===== config.mk =====
export PLATFORM = sky130hd
export DESIGN_NAME = keyboard_register_slave_with_key_fifo
export DESIGN_NICKNAME = d
export VERILOG_FILES = /design/src/rtl/kbrs_pkg.sv /design/src/rtl/keyboard_register_slave_with_key_fifo.sv
export SDC_FILE = /design/constraint.sdc
export NUM_CORES = 1
export LEC_CHECK = 0
export ABC_AREA = 0
export BUFFER_PORTS_ARGS = -buffer_cell sky130_fd_sc_hd__buf_2
export CAP_MARGIN = 20
export CORE_MARGIN = 2
export CORE_UTILIZATION = 55
export CTS_CLUSTER_SIZE = 24
export DETAILED_ROUTE_END_ITERATION = 16
export PLACE_DENSITY = 0.76
export REMOVE_ABC_BUFFERS = 1
export SYNTH_ARGS = -nofsm -noshare
export SYNTH_HDL_FRONTEND = slang
export SYNTH_SLANG_ARGS = --single-unit
export TNS_END_PERCENT = 100

===== constraint.sdc =====
create_clock -name clk -period 7.3 [get_ports clk]
set_clock_uncertainty 0.2 [all_clocks]
set_input_delay 1.095 -clock clk [delete_from_list [all_inputs] [get_ports clk]]
set_output_delay 1.095 -clock clk [all_outputs]
set_load 0.01 [all_outputs]

===== src/rtl/kbrs_pkg.sv =====
// Shared types and constants for the keyboard register slave with key FIFO.
package kbrs_pkg;

	// Item kinds carried in the input tuser
	typedef enum logic [1:0] {
		OP_PUSH_CODE  = 2'd0,
		OP_PUSH_INDEX = 2'd1,
		OP_BUS_WRITE  = 2'd2,
		OP_BUS_READ   = 2'd3
	} op_t;

	// Sequencer states
	typedef enum logic {
		ST_IDLE = 1'b0,
		ST_POP  = 1'b1
	} state_t;

	// Register map and command bytes
	localparam logic [7:0] REG_VERSION  = 8'hF1;
	localparam logic [7:0] REG_TEST     = 8'hF0;
	localparam logic [7:0] TEST_ENTER   = 8'h01;
	localparam logic [7:0] FW_VER_RESET = 8'h01;
	localparam logic [7:0] SEL_RESET    = 8'h00;

	// One result word before packing
	typedef struct packed {
		logic       test_mode_request;
		logic       push_accepted;
		logic       key_popped;
		logic [7:0] read_data;
	} result_t;

endpackage


===== src/rtl/keyboard_register_slave_with_key_fifo.sv =====
// Keyboard register slave: key FIFO in a synchronous RAM, register select and result stage.
// Each input word is one operation: push a key code, push a key index, a bus write that selects
// a register (and may request test mode), or a bus read. Pushes, bus writes and version reads
// load the result stage directly; with the result side ready, a new word is taken every cycle.
// A bus read that pops a key passes through the ST_POP wait state, where no new word is taken:
// the key RAM read port is registered, so the oldest key loads the result stage from there. The
// FIFO has QUEUE_DEPTH slots of which one always stays free, so it holds QUEUE_DEPTH - 1 keys;
// a push into a full FIFO, and a key-code push of zero, are refused and flagged as such. The
// key RAM needs no clearing after reset: only slots already written are ever read. Exactly
// one result word leaves for every input word, through a result register that lets the next
// input word in while the last result is being taken. The version byte is written through
// cfg_wr_en / cfg_wr_data and resets to 1; write it only while the block is idle.
module keyboard_register_slave_with_key_fifo #(
	parameter int QUEUE_DEPTH = 32
) (
	input  logic        clk,
	input  logic        arst_n,
	// configuration: version byte
	input  logic        cfg_wr_en,
	input  logic [7:0]  cfg_wr_data,
	// input words
	input  logic        s_tvalid,
	output logic        s_tready,
	input  logic [23:0] s_tdata,   // [7:0] push_value, [15:8] reg_addr, [23:16] write_value
	input  logic [2:0]  s_tuser,   // [1:0] operation, [2] write_has_value
	// result words
	output logic        m_tvalid,
	input  logic        m_tready,
	output logic [15:0] m_tdata    // [7:0] read_data, [8] key_popped, [9] push_accepted,
	                               // [10] test_mode_request, [15:11] zero
);

	localparam int IDX_W = (QUEUE_DEPTH > 1) ? $clog2(QUEUE_DEPTH) : 1;
	localparam logic [IDX_W-1:0] LAST_IDX = IDX_W'(QUEUE_DEPTH - 1);

	// input fields
	kbrs_pkg::op_t op;
	logic [7:0]    push_value;
	logic [7:0]    reg_addr;
	logic [7:0]    write_value;
	logic          write_has_value;

	assign op              = kbrs_pkg::op_t'(s_tuser[1:0]);
	assign write_has_value = s_tuser[2];
	assign push_value      = s_tdata[7:0];
	assign reg_addr        = s_tdata[15:8];
	assign write_value     = s_tdata[23:16];

	// control state
	kbrs_pkg::state_t state_q, state_d;
	logic             out_valid_q;
	logic [IDX_W-1:0] wr_idx_q;
	logic [IDX_W-1:0] rd_idx_q;
	logic [7:0]       sel_q;
	logic [7:0]       fw_ver_q;

	// result stage payload
	kbrs_pkg::result_t res_q;

	// key RAM
	logic [7:0] key_mem [QUEUE_DEPTH];
	logic [7:0] key_rdata_s1;

	// decode
	logic             in_acc;
	logic             out_free;
	logic [IDX_W-1:0] wr_nxt;
	logic [IDX_W-1:0] rd_nxt;
	logic             fifo_full;
	logic             fifo_empty;
	logic             push_ok;
	logic             pop_go;
	logic             ver_read;
	kbrs_pkg::result_t res_d;

	assign wr_nxt     = (wr_idx_q == LAST_IDX) ? '0 : wr_idx_q + 1'b1;
	assign rd_nxt     = (rd_idx_q == LAST_IDX) ? '0 : rd_idx_q + 1'b1;
	assign fifo_full  = (wr_nxt == rd_idx_q);
	assign fifo_empty = (wr_idx_q == rd_idx_q);

	// result stage can take a word this cycle if empty or being drained
	assign out_free = !out_valid_q || m_tready;
	assign in_acc   = s_tvalid && s_tready;

	// next state
	always_comb begin
		state_d = state_q;
		unique case (state_q)
			kbrs_pkg::ST_IDLE: begin
				if (in_acc && pop_go) state_d = kbrs_pkg::ST_POP;
			end
			kbrs_pkg::ST_POP: begin
				state_d = kbrs_pkg::ST_IDLE;
			end
			default: state_d = kbrs_pkg::ST_IDLE;
		endcase
	end

	// sequencer outputs
	always_comb begin
		s_tready = 1'b0;
		unique case (state_q)
			kbrs_pkg::ST_IDLE: s_tready = out_free;
			kbrs_pkg::ST_POP:  s_tready = 1'b0;
			default:           s_tready = 1'b0;
		endcase
	end

	// operation decode; result for everything but a key pop
	always_comb begin
		push_ok  = 1'b0;
		pop_go   = 1'b0;
		ver_read = 1'b0;
		res_d    = '0;
		unique case (op)
			kbrs_pkg::OP_PUSH_CODE: begin
				push_ok = (push_value != 8'd0) && !fifo_full;
				res_d.push_accepted = push_ok;
			end
			kbrs_pkg::OP_PUSH_INDEX: begin
				push_ok = !fifo_full;
				res_d.push_accepted = push_ok;
			end
			kbrs_pkg::OP_BUS_WRITE: begin
				res_d.test_mode_request = write_has_value
					&& (reg_addr == kbrs_pkg::REG_TEST)
					&& (write_value == kbrs_pkg::TEST_ENTER);
			end
			kbrs_pkg::OP_BUS_READ: begin
				priority if (sel_q == kbrs_pkg::REG_VERSION) begin
					ver_read = 1'b1;
					res_d.read_data = fw_ver_q;
				end else if (!fifo_empty) begin
					pop_go = 1'b1;
				end else begin
					res_d.read_data = 8'd0;
				end
			end
			default: res_d = '0;
		endcase
	end

	// key RAM: one write port, one registered read port. A pop reads the
	// oldest slot, which never equals the write slot while the FIFO is non-empty.
	always_ff @(posedge clk) begin
		if (in_acc && push_ok) key_mem[wr_idx_q] <= push_value;
		if (in_acc && pop_go)  key_rdata_s1 <= key_mem[rd_idx_q];
	end

	// control registers
	always_ff @(posedge clk or negedge arst_n) begin
		if (!arst_n) begin
			state_q     <= kbrs_pkg::ST_IDLE;
			out_valid_q <= 1'b0;
			wr_idx_q    <= '0;
			rd_idx_q    <= '0;
			sel_q       <= kbrs_pkg::SEL_RESET;
			fw_ver_q    <= kbrs_pkg::FW_VER_RESET;
		end else begin
			state_q <= state_d;
			if (cfg_wr_en) fw_ver_q <= cfg_wr_data;
			if (in_acc) begin
				if (push_ok) wr_idx_q <= wr_nxt;
				if (pop_go)  rd_idx_q <= rd_nxt;
				if (op == kbrs_pkg::OP_BUS_WRITE) sel_q <= reg_addr;
				if (ver_read) sel_q <= kbrs_pkg::SEL_RESET;
			end
			// a key pop loads the result stage from the ST_POP wait state
			if ((in_acc && !pop_go) || state_q == kbrs_pkg::ST_POP) begin
				out_valid_q <= 1'b1;
			end else if (m_tvalid && m_tready) begin
				out_valid_q <= 1'b0;
			end
		end
	end

	// result payload
	always_ff @(posedge clk) begin
		if (in_acc && !pop_go) begin
			res_q <= res_d;
		end else if (state_q == kbrs_pkg::ST_POP) begin
			res_q.read_data         <= key_rdata_s1;
			res_q.key_popped        <= 1'b1;
			res_q.push_accepted     <= 1'b0;
			res_q.test_mode_request <= 1'b0;
		end
	end

	assign m_tvalid = out_valid_q;
	assign m_tdata  = {5'd0, res_q};

	// the pop wait cycle always finds the result stage free
	a_pop_slot_free: assert property (@(posedge clk) disable iff (!arst_n)
		state_q == kbrs_pkg::ST_POP |-> !out_valid_q)
		else $error("result stage busy during key pop");

	// the read slot only moves when a pop is under way
	a_rd_moves_on_pop: assert property (@(posedge clk) disable iff (!arst_n)
		rd_idx_q != $past(rd_idx_q) |-> state_q == kbrs_pkg::ST_POP)
		else $error("read slot moved without a pop");

	// a push never runs the write slot onto the read slot
	a_no_overfill: assert property (@(posedge clk) disable iff (!arst_n)
		wr_idx_q != $past(wr_idx_q) |-> wr_idx_q != rd_idx_q)
		else $error("key FIFO overfilled");

endmodule

==> results.toml <==
[routing]
routed_wl_um = 26600
vias = 6274
wl_per_cell_um = 27.8
detail-route-antenna-nets = 0
drc = 0
drt-initial-drc-count = 818
vias_per_cell = 6.55
firstDrtPassIters = 5

[power_and_ir_drop]
p_leak_nw = 4.62
combPwrFrac_pct = 24.9
swShare_pct = 28.5
power.share.clock_pct = 30.4
p_sw_mw = 1.36
pwr_density_cell_mw_per_mm2 = 350
p_seq_share_pct = 44.7
p_int_mw = 3.41
vdd_drop_max_uv = 236

[cells_and_area]
stdcell_count = 958
diodes = 0
final_common_cell = "edfxtp_1"
area_growth_pct = 11.2
drive_gt1_share_pct = 29.9
fin_area_mm2 = 0.0136
final_cell_mix = "edfxtp_1 (274), mux4_2 (80), buf_2 (52)"
fillers = 1463
post-route-util_pct = 62.3
fin_nets = 705

[clock_network]
clock_tree.buffer_depth = 3
cts_tree = "built"
numCtsBuffers = 29
htree_levels = 1
path_clk_slew_ns = 0.06
cts_setup_buffers = 0
clock-sinks = 303
cts-root-buf = "clkbuf_16"
post_cts_resized = 0
clock_latency_ns = 0.54
ctsHoldBuffers = 0

[timing]
hold_viol = 0
fin_setup_tns_ns = 0
fmax_mhz = 234
finalCriticalPeriod_ns = 4.27
drv_slew = 0
hold_slack_ns = 0.280
maxSlewHeadroom_pct = 33.8
rsz0062_at_grt = "false"
worst_slew_pin_slew_ns = 0.990
post-route-period-util_pct = 58.5
setup_violations = 0

[worst_hold_path]
hold_class = "register to register"

[synthesis]
ys_ff_latch = 303
syn_avg_cell_area_um2 = 20.1
synth_seq_area_share_pct = 72.9
syn_area_mm2 = 0.0123
syn_inst = 610
yosysWarnings = 0
synth_cell_types = 45

[floorplan]
die_w_um = 153
fp-row-count = 54
initial_core_util_pct = 56.1
dieArea_mm2 = 0.0235
die_h_um = 153
ioPinCount = 58
core_area_mm2 = 0.0219

[setup_path]
worst_ep_arrival_time_ns = 4.32
startpoint_type = "register"
required_ns = 7.35
cp-end-kind = "register"
cp_max_fo = 38
criticalPathCategory = "register to register"

[grt]
grt_overflow = 0
antenna_found_initial = 0
grt_max_degree = 70
grt_pass1_wl_um = 40700
grt_pass1_vias = 6327
track_usage_pct = 23.2

[place]
placed_cells = 907
globalplace.congestion = 0.892
dp.final_hpwl_um = 16200
io_buffers = 52
post_dp_cell_area_mm2 = 0.0127

[flow_run]
maxCapViolCount = 0

[run_status]
outcome = "finished clean"
## synth_stat cells
| master | instances | area [µm²] |
|---|---|---|
| o2bb2ai_1 | 2 | 17.5 |
| a211oi_1 | 3 | 22.5 |
| mux2_2 | 22 | 248 |
| dfxtp_1 | 1 | 20.0 |
| and2_1 | 2 | 12.5 |
| nor2b_1 | 1 | 6.26 |
| a31oi_1 | 1 | 6.26 |
| ha_1 | 7 | 87.6 |
| nand4b_1 | 8 | 70.1 |
| or3_1 | 1 | 6.26 |
| buf_6 | 2 | 22.5 |
| o21ai_0 | 13 | 65.1 |
| nand3b_1 | 2 | 15.0 |
| nor4bb_1 | 1 | 10.0 |
| or2_2 | 1 | 6.26 |
| nor4b_1 | 3 | 26.3 |
| nor3b_1 | 3 | 22.5 |
| o21a_1 | 2 | 15.0 |
| dfrtp_1 | 27 | 676 |
| inv_1 | 11 | 41.3 |
| xor2_1 | 2 | 17.5 |
| a21oi_1 | 3 | 15.0 |
| nand2_1 | 10 | 37.5 |
| clkbuf_1 | 17 | 63.8 |
| or4_1 | 1 | 7.51 |
| mux2i_1 | 1 | 10.0 |
| nor3_1 | 8 | 40.0 |
| buf_8 | 1 | 15.0 |
| mux4_2 | 80 | 1800 |
| edfxtp_1 | 274 | 8230 |
| buf_1 | 8 | 30.0 |
| dfstp_2 | 1 | 26.3 |
| nand3_1 | 4 | 20.0 |
| xnor2_1 | 7 | 61.3 |
| and4_1 | 1 | 8.76 |
| nor4_1 | 1 | 6.26 |
| o2111a_1 | 2 | 22.5 |
| and3_1 | 40 | 250 |
| buf_2 | 10 | 50.1 |
| conb_1 | 1 | 3.75 |
| nor2_1 | 9 | 33.8 |
| buf_4 | 5 | 37.5 |
| a22oi_1 | 1 | 7.51 |
| clkbuf_2 | 1 | 5.00 |
| a22o_1 | 9 | 78.8 |
## layer usage
layer  share of wire, %  track usage [%]  up-vias
li1                   -                -     2594
met1                 41             34.3     3231
met2                 48             36.7      396
met3                8.6             3.57       53
met4                2.7             6.82        0
met5                  0                0        -
## power by group through the flow
stage | combinational, mW | clock (mW) | sequential, mW
2_1_floorplan | 0.738 | 0 | 2.23
3_3_place_gp | 1.15 | 0 | 2.16
3_5_place_dp | 1.17 | 0 | 2.17
4_1_cts | 1.18 | 1.47 | 2.13
5_1_grt | 1.25 | 1.53 | 2.15
6_report | 1.19 | 1.45 | 2.13
## worst paths after layout
check                      slack, ns             end  depth (start not counted)   startpoint
max                             3.03  key_mem[13][2]                          8  wr_idx_q[0]
min                             0.28      m_tdata[8]                          2   m_tdata[8]
max reg2reg                     3.03  key_mem[13][2]                          8  wr_idx_q[0]
min reg2reg                     0.28      m_tdata[8]                          2   m_tdata[8]
max in group asynchronous       6.02     rd_idx_q[0]                          1       arst_n
min in group asynchronous       0.39     fw_ver_q[4]                          1       arst_n
## stage by stage
| stage | power (mW) | worst slack (ns) |
|---|---|---|
| 5_1_grt | 4.93 | 2.81 |
| 3_5_place_dp | 3.34 | 3.05 |
| 4_1_cts | 4.79 | 3.10 |
| 2_1_floorplan | 2.97 | 2.05 |
| 6_report | 4.77 | 3.03 |
| 3_3_place_gp | 3.30 | 3.32 |
## layout make-up
class | instances | area (µm²) | area share (%)
clock inverter | 13 | 154 | 1.13
tap | 280 | 350 | 2.57
timing repair buffer | 57 | 298 | 2.18
clock buffer | 38 | 759 | 5.57
inverter | 11 | 41.3 | 0.303
multi-input combinational | 256 | 3090 | 22.6
sequential | 303 | 8950 | 65.6
## state kept, by name, summed over array words and instances (netlist names)
register      count
key_mem         256
m_tdata          11
fw_ver_q          8
key_rdata_s1      8
sel_q             8
rd_idx_q          5
wr_idx_q          5
m_tvalid          1
state_q           1
## kinds of logic (layout without fill, tap and decap cells)
logic type,Yosys count,count (layout),share of synthesized area (%)
AO/OA/AOI/OAI,36,36,2.04
multiplexers,103,103,16.8
flip-flops,303,303,72.9
adder cells (fa/ha/maj),7,7,0.714
XOR/XNOR,9,9,0.642
buffers and inverters,55,119,2.16
AND/OR/NAND/NOR,96,96,4.72
other,1,5,0.0306
## worst max-delay path, stage by stage, from the launching register on
cell     delay [ns]
dfrtp_1        0.52
ha_1           0.62
and3_1         0.25
ha_1           0.35
nor2b_1        0.14
xor2_1         0.17
nor4b_1        0.82
a21oi_4        0.43
and3_1         0.45
Power figures use the tool's default switching activity.
